<file path="config.mk">
export PLATFORM = sky130hd
export DESIGN_NAME = fair_reader_writer_lock_arbiter
export DESIGN_NICKNAME = d
export VERILOG_FILES = /design/src/hw/rtl/frwl_pkg.sv /design/src/hw/rtl/frwl_ram.sv /design/src/hw/rtl/frwl_ctrl.sv /design/src/hw/rtl/frwl_datapath.sv /design/src/hw/rtl/fair_reader_writer_lock_arbiter.sv
export VERILOG_INCLUDE_DIRS = /design/src /design/src/hw/rtl
export SDC_FILE = /design/constraint.sdc
export NUM_CORES = 1
export LEC_CHECK = 0
export BUFFER_PORTS_ARGS = -buffer_cell sky130_fd_sc_hd__buf_2
export CAP_MARGIN = 40
export CELL_PAD_IN_SITES_DETAIL_PLACEMENT = 0
export CELL_PAD_IN_SITES_GLOBAL_PLACEMENT = 2
export CORE_ASPECT_RATIO = 2
export CORE_UTILIZATION = 43
export CTS_CLUSTER_SIZE = 24
export DETAILED_ROUTE_END_ITERATION = 6
export GPL_ROUTABILITY_DRIVEN = 0
export GPL_TIMING_DRIVEN = 0
export PLACE_DENSITY_LB_ADDON = 0.25
export SLEW_MARGIN = 40
export SYNTH_ARGS = -nofsm -noshare
export SYNTH_HDL_FRONTEND = slang
export SYNTH_SLANG_ARGS = --single-unit
</file>
<file path="constraint.sdc">
create_clock -name clk -period 3.8 [get_ports clk]
set_input_delay 0.76 -clock clk [delete_from_list [all_inputs] [get_ports clk]]
set_output_delay 0.76 -clock clk [all_outputs]
set_load 0.01 [all_outputs]
</file>
<file path="src/hw/rtl/fair_reader_writer_lock_arbiter_defines.svh">
// assertion helpers for the lock arbiter
// both use clk and sync active-low rst_n of the including module
`ifndef FAIR_READER_WRITER_LOCK_ARBITER_DEFINES_SVH
`define FAIR_READER_WRITER_LOCK_ARBITER_DEFINES_SVH

// same-cycle implication
`define FRWL_ASSERT_IMPL(label, ante, cons) \
  label: assert property (@(posedge clk) disable iff (!rst_n) (ante) |-> (cons)) \
    else $error("lock arbiter check failed");

// next-cycle implication
`define FRWL_ASSERT_NEXT(label, ante, cons) \
  label: assert property (@(posedge clk) disable iff (!rst_n) (ante) |=> (cons)) \
    else $error("lock arbiter check failed");

`endif

</file>
<file path="src/hw/rtl/frwl_pkg.sv">
// ----------------------------------------------------------------------------
// frwl_pkg
// Types, constants and helpers shared by the reader/writer lock arbiter.
// ----------------------------------------------------------------------------
package frwl_pkg;

  localparam int QUEUE_DEPTH = 16;
  localparam int ID_BITS     = 8;
  localparam int MAX_RESULTS = 16;
  localparam int PTR_W       = $clog2(QUEUE_DEPTH);
  localparam int CNT_W       = $clog2(QUEUE_DEPTH + 1);
  localparam int RES_W       = $clog2(MAX_RESULTS + 1);
  localparam int READERS_W   = 9;
  localparam int ENTRY_W     = ID_BITS + 1;
  localparam logic [READERS_W-1:0] READERS_MAX = {READERS_W{1'b1}};

  typedef enum logic [1:0] {
    OP_READ_REQ  = 2'd0,
    OP_WRITE_REQ = 2'd1,
    OP_READ_REL  = 2'd2,
    OP_WRITE_REL = 2'd3
  } opcode_t;

  typedef enum logic [2:0] {
    RK_GRANTED     = 3'd0,
    RK_QUEUED      = 3'd1,
    RK_REJECTED    = 3'd2,
    RK_WAITER_GRANT = 3'd3,
    RK_RELEASED    = 3'd4,
    RK_REL_ERROR   = 3'd5
  } result_kind_t;

  typedef struct packed {
    opcode_t              opcode;
    logic [ID_BITS-1:0]   requester_id;
  } in_item_t;

  typedef struct packed {
    result_kind_t         result_kind;
    logic [ID_BITS-1:0]   agent_id;
    logic                 is_write;
    logic                 last;
  } out_item_t;

  typedef struct packed {
    logic accept;
    logic serve;
    logic finish;
  } ctrl_cmd_t;

  typedef struct packed {
    logic grant_ok;
    logic out_free;
    logic writer_active;
    logic readers_zero;
  } dp_sts_t;

  function automatic logic [PTR_W-1:0] ptr_inc(input logic [PTR_W-1:0] p);
    logic [PTR_W-1:0] r;
    if (p == PTR_W'(QUEUE_DEPTH - 1)) begin
      r = '0;
    end else begin
      r = p + PTR_W'(1);
    end
    return r;
  endfunction

endpackage

</file>
<file path="src/hw/rtl/frwl_ram.sv">
// ----------------------------------------------------------------------------
// frwl_ram
// Generic single-write, single-read RAM with registered read data.
// ----------------------------------------------------------------------------
module frwl_ram #(
  parameter int WIDTH = 8,
  parameter int DEPTH = 16
) (
  input  logic                     clk,
  input  logic                     wr_en,
  input  logic [$clog2(DEPTH)-1:0] wr_addr,
  input  logic [WIDTH-1:0]         wr_data,
  input  logic [$clog2(DEPTH)-1:0] rd_addr,
  output logic [WIDTH-1:0]         rd_data
);

  logic [WIDTH-1:0] mem [DEPTH];
  logic [WIDTH-1:0] rd_data_r;

  always_ff @(posedge clk) begin
    if (wr_en) begin
      mem[wr_addr] <= wr_data;
    end
    rd_data_r <= mem[rd_addr];
  end

  assign rd_data = rd_data_r;

endmodule

</file>
<file path="src/hw/rtl/frwl_ctrl.sv">
// ----------------------------------------------------------------------------
// frwl_ctrl
// Controller: takes one item, then serves the wait queue head per cycle while the output register is free.
// ----------------------------------------------------------------------------
module frwl_ctrl (
  input  logic                clk,
  input  logic                rst_n,
  input  logic                in_valid,
  output logic                in_ready,
  input  frwl_pkg::dp_sts_t   sts,
  output frwl_pkg::ctrl_cmd_t cmd
);

  typedef enum logic [1:0] {
    S_IDLE  = 2'b01,
    S_CHECK = 2'b10
  } state_t;

  state_t state_r, state_nxt;

  always_comb begin
    state_nxt  = state_r;
    cmd        = '0;
    in_ready   = 1'b0;
    unique case (state_r)
      S_IDLE: begin
        in_ready   = 1'b1;
        cmd.accept = in_valid;
        if (in_valid) begin
          state_nxt = S_CHECK;
        end
      end
      S_CHECK: begin
        // the pending result leaves only once the output register frees up
        if (sts.out_free) begin
          if (sts.grant_ok) begin
            cmd.serve = 1'b1;
          end else begin
            cmd.finish = 1'b1;
            state_nxt  = S_IDLE;
          end
        end
      end
      default: begin
        state_nxt = S_IDLE;
      end
    endcase
  end

  always_ff @(posedge clk) begin
    if (!rst_n) begin
      state_r <= S_IDLE;
    end else begin
      state_r <= state_nxt;
    end
  end

endmodule

</file>
<file path="src/hw/rtl/frwl_datapath.sv">
// ----------------------------------------------------------------------------
// frwl_datapath
// Lock state, wait queue, pending result and output register.
// ----------------------------------------------------------------------------
module frwl_datapath (
  input  logic                 clk,
  input  logic                 rst_n,
  input  frwl_pkg::ctrl_cmd_t  cmd,
  output frwl_pkg::dp_sts_t    sts,
  input  frwl_pkg::in_item_t   in_data,
  input  logic                 out_ready,
  output logic                 out_valid,
  output frwl_pkg::out_item_t  out_data
);

  logic [frwl_pkg::PTR_W-1:0]     head_r, head_nxt, tail_r, tail_nxt;
  logic [frwl_pkg::CNT_W-1:0]     count_r, count_nxt;
  logic [frwl_pkg::READERS_W-1:0] readers_r, readers_nxt;
  logic                           writer_r, writer_nxt;
  logic [frwl_pkg::RES_W-1:0]     nres_r, nres_nxt;
  frwl_pkg::out_item_t            pend_r, pend_nxt;
  logic                           out_valid_r, out_valid_nxt;
  frwl_pkg::out_item_t            out_data_r, out_data_nxt;

  logic                           enq;
  logic [frwl_pkg::ENTRY_W-1:0]   head_entry;
  logic [frwl_pkg::ENTRY_W-1:0]   wr_entry, ram_rd_data, byp_data_r;
  logic                           byp_r, byp_nxt;
  logic                           head_is_write;
  logic                           full, queue_busy, readers_zero;

  assign wr_entry = {(in_data.opcode == frwl_pkg::OP_WRITE_REQ), in_data.requester_id};

  frwl_ram #(
    .WIDTH (frwl_pkg::ENTRY_W),
    .DEPTH (frwl_pkg::QUEUE_DEPTH)
  ) u_queue (
    .clk     (clk),
    .wr_en   (enq),
    .wr_addr (tail_r),
    .wr_data (wr_entry),
    .rd_addr (head_nxt),
    .rd_data (ram_rd_data)
  );

  // an entry pushed into an empty queue is not yet on the registered read port
  assign byp_nxt       = enq && !queue_busy;
  assign head_entry    = byp_r ? byp_data_r : ram_rd_data;
  assign head_is_write = head_entry[frwl_pkg::ID_BITS];
  assign full          = (count_r == frwl_pkg::CNT_W'(frwl_pkg::QUEUE_DEPTH));
  assign queue_busy    = (count_r != '0);
  assign readers_zero  = (readers_r == '0);

  always_comb begin
    sts.out_free      = !out_valid_r || out_ready;
    sts.writer_active = writer_r;
    sts.readers_zero  = readers_zero;
    sts.grant_ok      = queue_busy && !writer_r &&
                        (nres_r < frwl_pkg::RES_W'(frwl_pkg::MAX_RESULTS)) &&
                        (head_is_write ? readers_zero
                                       : (readers_r != frwl_pkg::READERS_MAX));
  end

  always_comb begin
    head_nxt      = head_r;
    tail_nxt      = tail_r;
    count_nxt     = count_r;
    readers_nxt   = readers_r;
    writer_nxt    = writer_r;
    nres_nxt      = nres_r;
    pend_nxt      = pend_r;
    enq           = 1'b0;
    out_valid_nxt = out_valid_r;
    out_data_nxt  = out_data_r;

    if (out_ready) begin
      out_valid_nxt = 1'b0;
    end

    if (cmd.accept) begin
      nres_nxt          = frwl_pkg::RES_W'(1);
      pend_nxt.agent_id = in_data.requester_id;
      pend_nxt.last     = 1'b0;
      pend_nxt.is_write = (in_data.opcode == frwl_pkg::OP_WRITE_REQ) ||
                          (in_data.opcode == frwl_pkg::OP_WRITE_REL);
      unique case (in_data.opcode)
        frwl_pkg::OP_READ_REQ: begin
          if (full) begin
            pend_nxt.result_kind = frwl_pkg::RK_REJECTED;
          end else if (queue_busy || writer_r ||
                       readers_r == frwl_pkg::READERS_MAX) begin
            enq                  = 1'b1;
            pend_nxt.result_kind = frwl_pkg::RK_QUEUED;
          end else begin
            readers_nxt          = readers_r + frwl_pkg::READERS_W'(1);
            pend_nxt.result_kind = frwl_pkg::RK_GRANTED;
          end
        end
        frwl_pkg::OP_WRITE_REQ: begin
          if (full) begin
            pend_nxt.result_kind = frwl_pkg::RK_REJECTED;
          end else if (queue_busy || writer_r || !readers_zero) begin
            enq                  = 1'b1;
            pend_nxt.result_kind = frwl_pkg::RK_QUEUED;
          end else begin
            writer_nxt           = 1'b1;
            pend_nxt.result_kind = frwl_pkg::RK_GRANTED;
          end
        end
        frwl_pkg::OP_READ_REL: begin
          if (readers_zero) begin
            pend_nxt.result_kind = frwl_pkg::RK_REL_ERROR;
          end else begin
            readers_nxt          = readers_r - frwl_pkg::READERS_W'(1);
            pend_nxt.result_kind = frwl_pkg::RK_RELEASED;
          end
        end
        frwl_pkg::OP_WRITE_REL: begin
          if (!writer_r) begin
            pend_nxt.result_kind = frwl_pkg::RK_REL_ERROR;
          end else begin
            writer_nxt           = 1'b0;
            pend_nxt.result_kind = frwl_pkg::RK_RELEASED;
          end
        end
        default: begin
          pend_nxt.result_kind = frwl_pkg::RK_REL_ERROR;
        end
      endcase
      if (enq) begin
        tail_nxt  = frwl_pkg::ptr_inc(tail_r);
        count_nxt = count_r + frwl_pkg::CNT_W'(1);
      end
    end

    // pending result moves out; last only when nothing else follows
    if (cmd.serve || cmd.finish) begin
      out_valid_nxt     = 1'b1;
      out_data_nxt      = pend_r;
      out_data_nxt.last = cmd.finish;
    end

    if (cmd.serve) begin
      head_nxt  = frwl_pkg::ptr_inc(head_r);
      count_nxt = count_r - frwl_pkg::CNT_W'(1);
      nres_nxt  = nres_r + frwl_pkg::RES_W'(1);
      if (head_is_write) begin
        writer_nxt = 1'b1;
      end else begin
        readers_nxt = readers_r + frwl_pkg::READERS_W'(1);
      end
      pend_nxt.result_kind = frwl_pkg::RK_WAITER_GRANT;
      pend_nxt.agent_id    = head_entry[frwl_pkg::ID_BITS-1:0];
      pend_nxt.is_write    = head_is_write;
      pend_nxt.last        = 1'b0;
    end
  end

  always_ff @(posedge clk) begin
    if (!rst_n) begin
      head_r      <= '0;
      tail_r      <= '0;
      count_r     <= '0;
      readers_r   <= '0;
      writer_r    <= 1'b0;
      nres_r      <= '0;
      out_valid_r <= 1'b0;
      byp_r       <= 1'b0;
    end else begin
      head_r      <= head_nxt;
      tail_r      <= tail_nxt;
      count_r     <= count_nxt;
      readers_r   <= readers_nxt;
      writer_r    <= writer_nxt;
      nres_r      <= nres_nxt;
      out_valid_r <= out_valid_nxt;
      byp_r       <= byp_nxt;
    end
  end

  always_ff @(posedge clk) begin
    pend_r     <= pend_nxt;
    out_data_r <= out_data_nxt;
    byp_data_r <= wr_entry;
  end

  assign out_valid = out_valid_r;
  assign out_data  = out_data_r;

endmodule

</file>
<file path="src/hw/rtl/fair_reader_writer_lock_arbiter.sv">
// results: the first is registered in the pending result when an item is taken, then
//   moves to the output register; n results per item (up to 16), one per cycle when
//   the output is not stalled, set by the controller's serve loop on the head
//   entry of the wait queue RAM; no new item is taken until the last is pushed out
// reset: synchronous active-low rst_n empties the queue and frees the lock
// ----------------------------------------------------------------------------
// fair_reader_writer_lock_arbiter
// Reader/writer lock manager with a FIFO of waiters served in order.
// ----------------------------------------------------------------------------
`include "fair_reader_writer_lock_arbiter_defines.svh"

module fair_reader_writer_lock_arbiter (
  input  logic                clk,
  input  logic                rst_n,
  input  logic                in_valid,
  output logic                in_ready,
  input  frwl_pkg::in_item_t  in_data,
  output logic                out_valid,
  input  logic                out_ready,
  output frwl_pkg::out_item_t out_data
);

  frwl_pkg::ctrl_cmd_t cmd;
  frwl_pkg::dp_sts_t   sts;

  frwl_ctrl u_ctrl (
    .clk      (clk),
    .rst_n    (rst_n),
    .in_valid (in_valid),
    .in_ready (in_ready),
    .sts      (sts),
    .cmd      (cmd)
  );

  frwl_datapath u_dp (
    .clk       (clk),
    .rst_n     (rst_n),
    .cmd       (cmd),
    .sts       (sts),
    .in_data   (in_data),
    .out_ready (out_ready),
    .out_valid (out_valid),
    .out_data  (out_data)
  );

  `FRWL_ASSERT_IMPL(a_lock_exclusive, sts.writer_active, sts.readers_zero)
  `FRWL_ASSERT_NEXT(a_busy_after_accept, in_valid && in_ready, !in_ready)
  `FRWL_ASSERT_NEXT(a_push_on_serve, cmd.serve || cmd.finish, out_valid)
  `FRWL_ASSERT_NEXT(a_last_ends_item, cmd.finish, out_data.last && in_ready)

endmodule

</file>
-- Word level (Yosys, flattened, before mapping)
Memories as Yosys holds them, arrays and structs flattened. A register that Yosys moved wholly into a read port is not among the register bits.
Index checks and enable logic that the tools add are counted.
W data, S select, Z words.
- add/sub/neg operators: 7
- order comparisons: 1
- equal/unequal tests: 13
- mux-type cells: 53
- reductions and logical operators: 23
- operator list (cell ; count):
    $mux W9 ; 7
    $mux W5 ; 5
    $mux W1 ; 24
    $mux W10 ; 2
    $pmux W9 S2 ; 1
    $mux W4 ; 3
    $pmux W3 S4 ; 1
    $add A5 B1 Y5 const B ; 2
    $mux W2 ; 5
    $add A9 B1 Y9 const B ; 1
    $eq A9 B9 Y1 const B ; 1
    $logic_not A9 Y1 ; 1
    $ne A9 B9 Y1 const B ; 1
    $sub A9 B1 Y9 const B ; 1
    $add A4 B1 Y4 const B ; 2
    $eq A4 B4 Y1 const B ; 2
    $eq A2 B2 Y1 const B ; 3
    $logic_or A1 B1 Y1 ; 6
    $mux W3 ; 2
    $ne A2 B2 Y1 const B ; 3
    $reduce_bool A2 Y1 ; 3
    $eq A5 B5 Y1 const B ; 1
    $lt A5 B5 Y1 const B ; 1
    $reduce_bool A5 Y1 ; 1
    other kinds (9) ; 18
- register bits after elaboration: 66
- RAM bits: 144
- bits of input ports: 14
- output and inout bits: 15
- logic and storage cells: 115
- memories: 1
- memories (memory ; depth ; bits a word ; read ports ; clocked after Yosys merged registers in ; write ports ; line ; source):
    u_dp.u_queue.mem ; 16 ; 9 ; 1 ; 1 ; 1 ; frwl_ram.sv:17 ; logic [WIDTH-1:0] mem [DEPTH];

-- Logic depth before layout (Yosys ltp)
Gate-level depths: netlist of run 1.
- word-level depth: 10
- mapped depth: 17
- gate-level depth less buffers: 14

-- By module
Synthesis of run 1 repeated with hierarchy kept, for this count alone.
- cell total of the unflattened synthesis: 605
- area, all modules: 9172.5 um^2
- by module, submodules not included (module ; instances ; cells each ; area each (um^2) ; seq. area each (um^2)):
    frwl_ram ; 1 ; 254 ; 5780.5 ; 4504.3
    frwl_datapath ; 1 ; 339 ; 3293.2 ; 1501.4
    frwl_ctrl ; 1 ; 12 ; 98.8 ; 40.0

-- Least setup slack after synthesis of run 1
Ideal clock, no wire load.
- kind: register to register
- start point: register u_dp.readers_r[0] (netlist bit)
- end point: register u_dp.count_r[4] (netlist bit)
- library setup time: 0.115 ns
- arrival time: 2.917 ns
- required time: 3.685 ns
- slack: 0.768 ns
- cell stages (with the launch flop): 17
- path buffers: 2
- period minus slack after synthesis: 3.032 ns
- cells stage by stage: dfxtp_1 > ha_1 > nand3_1 > nor2_1 > ha_1 > nand2b_1 > a21o_4 > buf_2 > buf_1 > xnor2_1 > ha_1 > or2_2 > a21oi_1 > o21bai_1 > mux2i_1 > xnor2_1 > and2_1
- longest elaborated chain between the ends: 9
- elaborated cells between the ends (all ways): 21
- those cells by class: eq/ne (2); mux (11); reduce/logical (8)
- RTL lines (item ; line ; source):
    start: declaration ; frwl_datapath.sv:18 ; logic [frwl_pkg::READERS_W-1:0] readers_r, readers_nxt;
    start signal: assignment ; frwl_datapath.sv:173 ; readers_r <= readers_nxt;
    $logic_not A9 Y1 ; frwl_datapath.sv:52 ; assign readers_zero = (readers_r == '0);
    $logic_not A1 Y1 ; frwl_datapath.sv:102 ; end else if (queue_busy || writer_r || !readers_zero) begin
    $logic_or A1 B1 Y1 ; frwl_datapath.sv:102 ;
    $mux W1 ; frwl_datapath.sv:102 ;
    $mux W1 ; frwl_datapath.sv:100 ; if (full) begin
    $pmux W1 S2 ; frwl_datapath.sv:86 ; unique case (in_data.opcode)
    $mux W1 ; frwl_datapath.sv:80 ; if (cmd.accept) begin
    $reduce_bool A2 Y1 (no source line) ; n/a ;
    $reduce_and A2 Y1 (no source line) ; n/a ;
    end signal: assignment ; frwl_datapath.sv:172 ; count_r <= count_nxt;
    end: declaration ; frwl_datapath.sv:17 ; logic [frwl_pkg::CNT_W-1:0] count_r, count_nxt;
Several ways; a longest one is shown, not always the timed one. The select of a mux whose other input is x is not followed.
A chain may end at the register's enable or synchronous reset.

-- Worst setup path in the final report of run 1
- start point: register u_dp.readers_r[0] (netlist bit)
- end point: register u_dp.u_queue.rd_data_r[6] (netlist: u_dp.u_queue.rd_data[6]), read port of u_dp.u_queue.mem
- longest elaborated chain between the ends: 7
- elaborated cells between the ends (all ways): 8
- those cells by class: eq/ne (1); mux (5); reduce/logical (2)
- RTL lines (item ; line ; source):
    $ne A9 B9 Y1 or $logic_not A9 Y1 (tied branches) ; frwl_datapath.sv:61, frwl_datapath.sv:52 ;
    $mux W1 (*) ; frwl_datapath.sv:60 ; (head_is_write ? readers_zero
    $logic_and A1 B1 Y1 (*) ; frwl_datapath.sv:59 ; (nres_r < frwl_pkg::RES_W'(frwl_pkg::MAX_RESULTS)) &&
    $mux W1 (*) ; frwl_ctrl.sv:36 ; if (sts.grant_ok) begin
    $mux W2 (*) ; frwl_ctrl.sv:35 ; if (sts.out_free) begin
    $mux W2 (*) ; frwl_ctrl.sv:25 ; unique case (state_r)
    $mux W4 (*) ; frwl_datapath.sv:143 ; if (cmd.serve) begin
    end: declaration ; frwl_ram.sv:18 ; logic [WIDTH-1:0] rd_data_r;
Mark *: on every way between the ends. The rest lies on a longest branch, timed or not.

==> results.py, run 1 <==
metrics = {
    "placed_design": {
        "pre_cts_slack_ns": 0.0934,
        "dp_hpwl_um": 17000,
        "io_buffers": 26,
    },
    "sta": {
        "finalHoldViolations": 0,
        "layout_min_cycle_time_ns": 3.57,
        "relSlewSlack_pct": 48.2,
        "fin_worst_skew_ns": 0.0139,
        "setup_violations": 0,
        "max_freq_ghz": 0.280,
        "holdWs_ns": 0.420,
        "slew_violations": 0,
        "post-route-period-util_pct": 93.9,
        "fin_ws_ns": 0.233,
        "worstMarginPinSlew_ns": 0.774,
        "rsz0062_at_grt": "no",
    },
    "cts": {
        "postCtsSetupBuffers": 0,
        "cts_hold_buf": 0,
        "ctsRootBufferMaster": "clkbuf_16",
        "cts_num_sinks": 219,
        "clkTransAtPathRegs_ns": 0.07,
        "cts_tree": "done",
        "cts_resized": 0,
        "cts_buffers": 20,
        "cts_max_level": 1,
        "clockBufferDepth": 3,
        "clk-insertion-delay-late_ns": 0.51,
    },
    "power_and_ir_drop": {
        "switching_share_pct": 20.8,
        "p_int_uw": 3970,
        "clockPowerShare_pct": 42.9,
        "combPwrFrac_pct": 4.6,
        "p_seq_share_pct": 52.5,
        "p_switching_uw": 1040,
        "p_leak_uw": 0.00357,
        "cellPowerDensity_mw_per_mm2": 481,
        "peakVddDrop_v": 0.000421,
    },
    "cells_and_area": {
        "num_antenna_cells": 0,
        "drive_gt1_share_pct": 14.3,
        "nNetsFinal": 806,
        "syn2layout_area_growth_pct": 14.0,
        "fill_cells": 1834,
        "multiInputGateArea_mm2": 0.00291,
        "seq_area_mm2": 0.00605,
        "finish.utilization_pct": 49.8,
    },
    "setup_path": {
        "crit_path_end_kind": "register",
        "r2r_setup_slack_ns": 0.23,
        "required_ns": 4.26,
        "arrival_ns": 4.03,
        "crit_slowest_cell": "a221oi_1",
        "crit_fanout": 10,
        "crit_path_start_kind": "register",
        "path_cells": "ha_1, nand3_1, nor2_1, ha_1, nand2b_1, a21o_4, inv_6, mux2i_4, buf_2, buf_2, a21oi_1, a221oi_1, or4_1",
        "critical_path.max_stage_delay_ns": 0.58,
        "criticalPathCategory": "reg2reg",
    },
    "detailed_routing": {
        "vias_per_cell": 5.55,
        "first_pass_iters": 5,
        "wl_um": 23300,
        "drc": 0,
        "drt_iter0_drc": 263,
        "ant_nets": 0,
        "avgRoutedWirePerCell_um": 21.9,
        "via_count": 5901,
    },
    "die": {
        "fp-row-count": 75,
        "core_area_mm2": 0.0209,
        "dieHeight_um": 208,
        "die_x_um": 105,
        "ios": 29,
        "design.die.area_mm2": 0.0219,
        "start_util_pct": 43.7,
    },
    "grt": {
        "antenna_found_initial": 0,
        "grt_pass1_wl_um": 36200,
        "grt_max_degree": 19,
        "grt_pass1_vias": 6273,
        "grtUsageTotal_pct": 22.3,
        "gr-total-overflow": 0,
    },
    "logic_synthesis": {
        "yosys-top-cells-count": "edfxtp_1 (166), nand2_1 (114), a21oi_1 (57)",
        "ys_ff_latch": 219,
        "synth_cell_types": 61,
        "synth_area_leaders": "edfxtp_1 (55%), dfxtp_1 (12%), nand2_1 (4.7%), a21oi_1 (3.1%), a311oi_1 (2.3%)",
        "ys.flop_type": "edfxtp_1",
        "yosysTopAreaCellShare_pct": 54.6,
        "synthesis.area_mm2": 0.00914,
        "synth.most_common_cell": "edfxtp_1",
        "ys_seq_area_share_pct": 66.2,
        "postSynthAreaPerCell_um2": 12.6,
        "synthCells": 728,
        "synth-edff-count": 166,
        "syn_nets": 753,
        "ys.warnings.count": 0,
        "post-synth-top-area-cell": "edfxtp_1",
        "ys_async_sr_fraction_pct": 0,
    },
    "min_path": {
        "hp-class": "reg2reg",
    },
    "flow_run": {
        "maxCapViolCount": 0,
    },
    "status": {
        "status": "complete, no violations",
    },
}
-- path summary, 6_finish.rpt --
path,to,from,depth (start not counted)
min,u_dp.out_data[7],u_dp.pend_r[7],0
min reg2reg,u_dp.out_data[7],u_dp.pend_r[7],0
max,u_dp.u_queue.rd_data[6],u_dp.readers_r[0],13
max reg2reg,u_dp.u_queue.rd_data[6],u_dp.readers_r[0],13
-- layout by cell type (no fill, tap or decap), types with 20 or more instances in the layout --
cell / Yosys / routed
a21o_1: 26 / 26
edfxtp_1: 166 / 166
dfxtp_1: 53 / 53
clkbuf_16: 0 / 20
nand2_1: 114 / 114
o21ai_0: 27 / 27
a21oi_1: 57 / 57
buf_2: 10 / 40
clkbuf_1: 21 / 24
a311oi_1: 24 / 24
-- per-stage QoR --
stage / instances / power, µW / area (µm²) / TNS [ns]
3_5_place_dp: 1028 / 2910 / 9680 / 0
5_1_grt: 1064 / 5170 / 10400 / 0
2_1_floorplan: 728 / 2820 / 9140 / 0
3_3_place_gp: 1023 / 2910 / 9600 / -13.24
6_report: 1064 / 5010 / 10400 / 0
4_1_cts: 1064 / 5060 / 10400 / 0
-- registers in the layout (all words and copies together) (netlist names) --
name / flops
u_ctrl.state_r: 2
u_dp.byp_data_r: 9
u_dp.byp_r: 1
u_dp.count_r: 5
u_dp.head_r: 4
u_dp.nres_r: 5
u_dp.out_data: 13
u_dp.out_valid: 1
u_dp.pend_r: 12
u_dp.readers_r: 9
u_dp.tail_r: 4
u_dp.u_queue.mem: 144
u_dp.u_queue.rd_data: 9
u_dp.writer_r: 1
-- power groups by stage --
stage | Sequential (µW) | Clock, µW | Combinational, µW
5_1_grt | 2640 | 2280 | 251
4_1_cts | 2630 | 2190 | 230
3_5_place_dp | 2680 | 0 | 229
2_1_floorplan | 2680 | 0 | 138
6_report | 2630 | 2150 | 228
3_3_place_gp | 2680 | 0 | 224
-- worst max-delay path: cells and delay by family (launching register included) --
| kind | cells | cell delay [ns] |
|---|---|---|
| AO/OA/AOI/OAI | 3 | 0.94 |
| flip-flops | 1 | 0.35 |
| AND/OR/NAND/NOR | 4 | 0.61 |
| multiplexers | 1 | 0.40 |
| adder cells (fa/ha/maj) | 2 | 0.50 |
| buffers and inverters | 3 | 0.71 |
-- kinds of logic after synthesis --
kind of cell	after synthesis	share of synthesized area (%)
muxes	18	2.26
buffers and inverters	51	2.90
AOI/OAI and AO/OA	189	14.2
adders and majority gates	11	1.51
DFF	219	66.2
xor gates and xnor gates	13	1.25
and+or+nand+nor	227	11.7
-- area by class of cell --
class,count,area share (%)
sequential,219,58.0
multi-input combinational,458,27.9
timing repair buffer,31,1.51
buffer,42,2.21
inverter,9,0.372
clock inverter,11,1.56
clock buffer,25,5.18
tap,269,3.23
-- metal layers --
metal | up-vias | GRT usage [%] | part of all wire [%]
li1 | 2839 | - | -
met1 | 2873 | 21.4 | 34
met2 | 143 | 44.8 | 58
met3 | 46 | 2.57 | 3.2
met4 | 0 | 12.0 | 4.2
met5 | - | 0 | 0
Note: power is estimated with default switching activity, not from simulation.
==> run 2: changes to the inputs <==
--- a/config.mk
+++ b/config.mk
@@ -15,8 +15,10 @@
 export CTS_CLUSTER_SIZE = 24
 export DETAILED_ROUTE_END_ITERATION = 6
 export GPL_ROUTABILITY_DRIVEN = 0
-export GPL_TIMING_DRIVEN = 0
+export GPL_TIMING_DRIVEN = 1
 export PLACE_DENSITY_LB_ADDON = 0.25
+export REMOVE_ABC_BUFFERS = 1
+export SETUP_SLACK_MARGIN = 0.2
 export SLEW_MARGIN = 40
 export SYNTH_ARGS = -nofsm -noshare
 export SYNTH_HDL_FRONTEND = slang
==> run 2 against run 1 <==
Net effect: non-clock buffer count fell by 13; first-iteration DRC count rose by 32%; sequential share of layout area rose by 0.098 points; worst setup slack improved by 0.24 ns; maximum frequency rose by 7.3%; global-route usage fell by 1.8 points; design area fell by 0.17%; critical path depth did not move.
==> results.py, run 2 (synthesized netlist as in run 1, its figures left out) <==
metrics = {
    "sta": {
        "max_freq_ghz": 0.301,
        "finalHoldViolations": 0,
        "layout_min_cycle_time_ns": 3.33,
        "worstMarginPinSlew_ns": 0.835,
        "slew_violations": 0,
        "relSlewSlack_pct": 43.8,
        "fin_worst_skew_ns": 0.00593,
        "tns_ns": 0,
        "post-route-period-util_pct": 87.5,
        "rsz0062_at_grt": "no",
        "setup_violations": 0,
    },
    "power_and_ir_drop": {
        "p_int_uw": 4000,
        "p_leak_uw": 0.00362,
        "switching_share_pct": 21.0,
        "combPwrFrac_pct": 4.5,
        "cellPowerDensity_mw_per_mm2": 487,
        "peakVddDrop_v": 0.000388,
        "p_switching_uw": 1060,
        "clockPowerShare_pct": 43.5,
        "p_seq_share_pct": 52.0,
    },
    "placed_design": {
        "io_buffers": 28,
        "dp_hpwl_um": 15100,
        "place_area_mm2": 0.00968,
        "place_inst": 1015,
    },
    "grt": {
        "antenna_found_initial": 0,
        "gr-total-overflow": 0,
        "grt_max_degree": 73,
        "grtUsageTotal_pct": 20.5,
        "grt_pass1_vias": 6033,
        "grt_pass1_wl_um": 33900,
    },
    "min_path": {
        "hp-class": "reg2reg",
        "whs_path_depth": 0,
    },
    "setup_path": {
        "crit_path_start_kind": "register",
        "critical_path.max_stage_delay_ns": 0.56,
        "path_cells": "and3_1, nand2_1, nor2_1, ha_1, nand2b_1, a21o_4, inv_6, buf_4, nand2_1, o21ai_0, a31oi_2, a311oi_1, or4_1",
        "r2r_cells": 13,
        "arrival_ns": 3.70,
        "crit_top_cell": "nand2_1",
        "required_ns": 4.17,
        "criticalPathCategory": "reg2reg",
        "crit_path_end_kind": "register",
        "crit_fanout": 15,
        "crit_slowest_cell": "a31oi_2",
    },
    "die": {
        "ios": 29,
        "design.die.area_mm2": 0.0219,
        "start_util_pct": 43.7,
        "core_area_mm2": 0.0209,
        "die_x_um": 105,
        "fp-row-count": 75,
        "dieHeight_um": 208,
    },
    "cells_and_area": {
        "nNetsFinal": 794,
        "instances_no_fill": 1052,
        "layout_common_cells": "edfxtp_1 (166), nand2_1 (113), a21oi_1 (57)",
        "syn2layout_area_growth_pct": 13.8,
        "regMostFlops": "u_dp.u_queue.mem",
        "num_antenna_cells": 0,
        "drive_gt1_share_pct": 14.2,
        "largest_reg_flops": 144,
        "layout_commonest_cell": "edfxtp_1",
        "final_area_mm2": 0.0104,
    },
    "detailed_routing": {
        "via_count": 5871,
        "first_pass_iters": 6,
        "ant_nets": 0,
        "avgRoutedWirePerCell_um": 20.6,
        "drt_iter0_drc": 347,
        "drc": 0,
        "wl_um": 21700,
        "vias_per_cell": 5.58,
    },
    "cts": {
        "cts_num_sinks": 219,
        "cts_tree": "done",
        "clkTransAtPathRegs_ns": 0.07,
        "clk-insertion-delay-late_ns": 0.50,
        "postCtsSetupBuffers": 0,
        "clockBufferDepth": 3,
        "cts_buffers": 21,
        "cts_resized": 0,
        "ctsRootBufferMaster": "clkbuf_16",
        "cts_max_level": 1,
        "cts_hold_buf": 0,
    },
    "status": {
        "status": "complete, no violations",
    },
    "flow_run": {
        "maxCapViolCount": 0,
    },
}
run 2: critical path: cells and delay by family, from the launching register on:
| kind | cells | cell delay, ns |
|---|---|---|
| flops | 1 | 0.52 |
| simple gates | 6 | 1.25 |
| compound gates | 4 | 0.94 |
| fa+ha+maj | 1 | 0.22 |
| buf+inv | 2 | 0.25 |
run 2: final timing paths:
kind                     start                 endpoint  slack (ns)
max          u_dp.readers_r[4]  u_dp.u_queue.rd_data[8]        0.47
min             u_dp.pend_r[6]         u_dp.out_data[6]        0.42
min reg2reg     u_dp.pend_r[6]         u_dp.out_data[6]        0.42
max reg2reg  u_dp.readers_r[4]  u_dp.u_queue.rd_data[8]        0.47
run 2: per-layer routing:
metal | share of wire, % | GRT usage [%] | routed length, µm
met1 | 36 | 21.0 | 7750
met3 | 3.1 | 1.91 | 666
met5 | 0 | 0 | 0
met2 | 57 | 40.4 | 12300
met4 | 4.4 | 10.6 | 955
run 2: power groups by stage:
stage          registers, µW  clock network (µW)  logic, µW
3_5_place_dp            2690                   0        229
4_1_cts                 2630                2250        230
6_report                2630                2200        228
3_3_place_gp            2680                   0        224
2_1_floorplan           2680                   0        126
5_1_grt                 2640                2330        250
run 2: per-stage QoR:
step           worst slack (ns)  total power [µW]  utilization (%)  hold slack [ns]
2_1_floorplan             0.330              2810                -            0.400
3_3_place_gp              0.302              2910             46.2            0.405
3_5_place_dp              0.460              2920             46.2            0.405
4_1_cts                   0.434              5120             49.7            0.421
5_1_grt                   0.233              5220             49.7            0.429
6_report                  0.474              5060             49.7            0.419
run 2: layout make-up:
cell class	instances	area (µm²)
clock buffer	23	543
tap	269	337
fill	1836	10500
timing repair buffer	60	425
clock inverter	14	181
multi-input combinational	458	2830
sequential	219	6050
inverter	9	38.8
==> run 3: changes to the inputs <==
--- a/config.mk
+++ b/config.mk
@@ -11,7 +11,7 @@
 export CELL_PAD_IN_SITES_DETAIL_PLACEMENT = 0
 export CELL_PAD_IN_SITES_GLOBAL_PLACEMENT = 2
 export CORE_ASPECT_RATIO = 2
-export CORE_UTILIZATION = 43
+export CORE_UTILIZATION = 46
 export CTS_CLUSTER_SIZE = 24
 export DETAILED_ROUTE_END_ITERATION = 6
 export GPL_ROUTABILITY_DRIVEN = 0
@@ -22,4 +22,5 @@
 export SLEW_MARGIN = 40
 export SYNTH_ARGS = -nofsm -noshare
 export SYNTH_HDL_FRONTEND = slang
+export SYNTH_HIERARCHICAL = 1
 export SYNTH_SLANG_ARGS = --single-unit
==> run 3 against run 2 <==
Net effect: worst hold slack improved by 0.0042 ns; utilization increased by 5.6 points; sequential share of layout area decreased by 1.9 points; wire length decreased by 5.0%; critical path type unchanged.
==> results.py, run 3 <==
metrics = {
    "sta": {
        "slew_violations": 0,
        "tns_ns": 0,
        "fin_ws_ns": 0.270,
        "post-route-period-util_pct": 92.9,
        "fin_worst_skew_ns": 0.00953,
        "finalHoldViolations": 0,
        "layout_min_cycle_time_ns": 3.53,
        "rsz0062_at_grt": "yes",
        "relSlewSlack_pct": 42.1,
        "setup_violations": 0,
        "worstMarginPinSlew_ns": 0.867,
        "max_freq_ghz": 0.283,
    },
    "detailed_routing": {
        "drt_iter0_drc": 328,
        "first_pass_iters": 5,
        "via_count": 5379,
        "vias_per_cell": 5.67,
        "wl_um": 20600,
        "ant_nets": 0,
        "drc": 0,
        "avgRoutedWirePerCell_um": 21.7,
    },
    "grt": {
        "grt_pass1_wl_um": 31000,
        "antenna_found_initial": 0,
        "gr-total-overflow": 0,
        "grt_pass1_vias": 5573,
        "grt_max_degree": 38,
        "grtUsageTotal_pct": 20.6,
    },
    "cells_and_area": {
        "layout_commonest_cell": "edfxtp_1",
        "syn2layout_area_growth_pct": 17.6,
        "largest_reg_flops": 144,
        "regMostFlops": "u_dp/u_queue/mem",
        "drive_gt1_share_pct": 27.0,
        "finish.utilization_pct": 55.3,
        "layout_common_cells": "edfxtp_1 (166), dfxtp_1 (51), nor2_1 (43)",
        "num_antenna_cells": 0,
        "instances_no_fill": 949,
        "nNetsFinal": 700,
    },
    "placed_design": {
        "pre_cts_slack_ns": 0.00933,
        "place_inst": 901,
        "dp_hpwl_um": 14700,
        "io_buffers": 28,
    },
    "cts": {
        "clockBufferDepth": 3,
        "cts_max_level": 1,
        "clk-insertion-delay-late_ns": 0.49,
        "cts_num_sinks": 219,
        "clkTransAtPathRegs_ns": 0.06,
        "ctsRootBufferMaster": "clkbuf_16",
        "cts_tree": "done",
        "cts_buffers": 20,
    },
    "setup_path": {
        "cpLargestDelayFamily": "simple AND/OR/NAND/NOR gates",
        "required_ns": 4.17,
        "critical_path.startpoint": "u_dp/readers_r[0]",
        "crit_path_start_kind": "register",
        "arrival_ns": 3.90,
        "crit_buf_inv": 3,
        "criticalPathCategory": "reg2reg",
        "crit_slowest_cell": "mux4_2",
        "critical_path.max_stage_delay_ns": 0.51,
        "worstReg2RegStart": "u_dp/readers_r[0]",
        "crit_path_end_kind": "register",
        "path_cells": "ha_4, and3_4, nand3_2, nor2_2, ha_2, mux2_4, nor4_4, nor3b_4, inv_2, a311oi_2, a21o_4, buf_12, clkbuf_16, mux4_2, a22oi_1, nand2_1",
        "crit_fanout": 5,
    },
    "status": {
        "status": "complete, no violations",
    },
    "die": {
        "dieHeight_um": 202,
        "start_util_pct": 47.1,
        "die_x_um": 102,
        "fp-row-count": 72,
        "core_area_mm2": 0.0195,
        "ios": 29,
        "design.die.area_mm2": 0.0205,
    },
    "power_and_ir_drop": {
        "p_leak_uw": 0.00365,
        "cellPowerDensity_mw_per_mm2": 454,
        "peakVddDrop_v": 0.000504,
        "total_power_uw": 4890,
    },
    "min_path": {
        "hp-class": "reg2reg",
        "hp-start": "u_dp/pend_r[5]",
    },
    "flow_run": {
        "maxCapViolCount": 0,
    },
    "logic_synthesis": {
        "synthesis.area_mm2": 0.00916,
        "synthCells": 603,
        "ys.warnings.count": 6,
        "postSynthAreaPerCell_um2": 15.2,
    },
}
==> run 3: cell type report <==
class / instances / area, µm²
inverters: 20 / 77.6
flip-flops and latches: 219 / 6050
clock buffers: 27 / 568
fillers: 1602 / 8690
multi-input cells: 335 / 2960
well taps: 259 / 324
repair buffers: 80 / 693
clock inverters: 9 / 97.6
==> run 3: path summary, 6_finish.rpt <==
| kind | endpoint | slack, ns | cells past startpoint |
|---|---|---|---|
| max | u_dp/u_queue/rd_data[5] | 0.27 | 16 |
| min | u_dp/out_data[5] | 0.42 | 0 |
| min reg2reg | u_dp/out_data[5] | 0.42 | 0 |
| max reg2reg | u_dp/u_queue/rd_data[5] | 0.27 | 16 |
==> run 3: metrics by stage <==
step / hold slack (ns) / area (µm²)
finish: 0.423 / 10800
global route: 0.435 / 10800
CTS: 0.422 / 10500
detailed placement: 0.407 / 9750
global placement: 0.402 / 9750
floorplan: 0.400 / 8940
==> run 3: layer usage <==
layer  GRT usage [%]  vias to the layer above  share of wire [%]
met2            41.1                      129                 60
met5               0                        -                  0
met4            10.4                        0                4.7
met1            19.5                     2692                 33
met3            2.22                       53                2.8
li1                -                     2505                  -
==> run 3: report_power, final <==
group / total (µW) / internal (µW) / switching (µW)
Combinational: 245 / 95.3 / 150
Sequential: 2630 / 2610 / 22.7
Clock: 2010 / 1190 / 824
Total: 4890 / 3890 / 996
==> run 3: what timing repair did <==
action                     in CTS  in global routing
resized for setup               7                 40
hold endpoints to repair        0                  0
setup buffers                   2                  5
setup endpoints to repair      10                 10
pin swaps                       2                  9
gates cloned                    2                  3
hold buffers                    0                  0
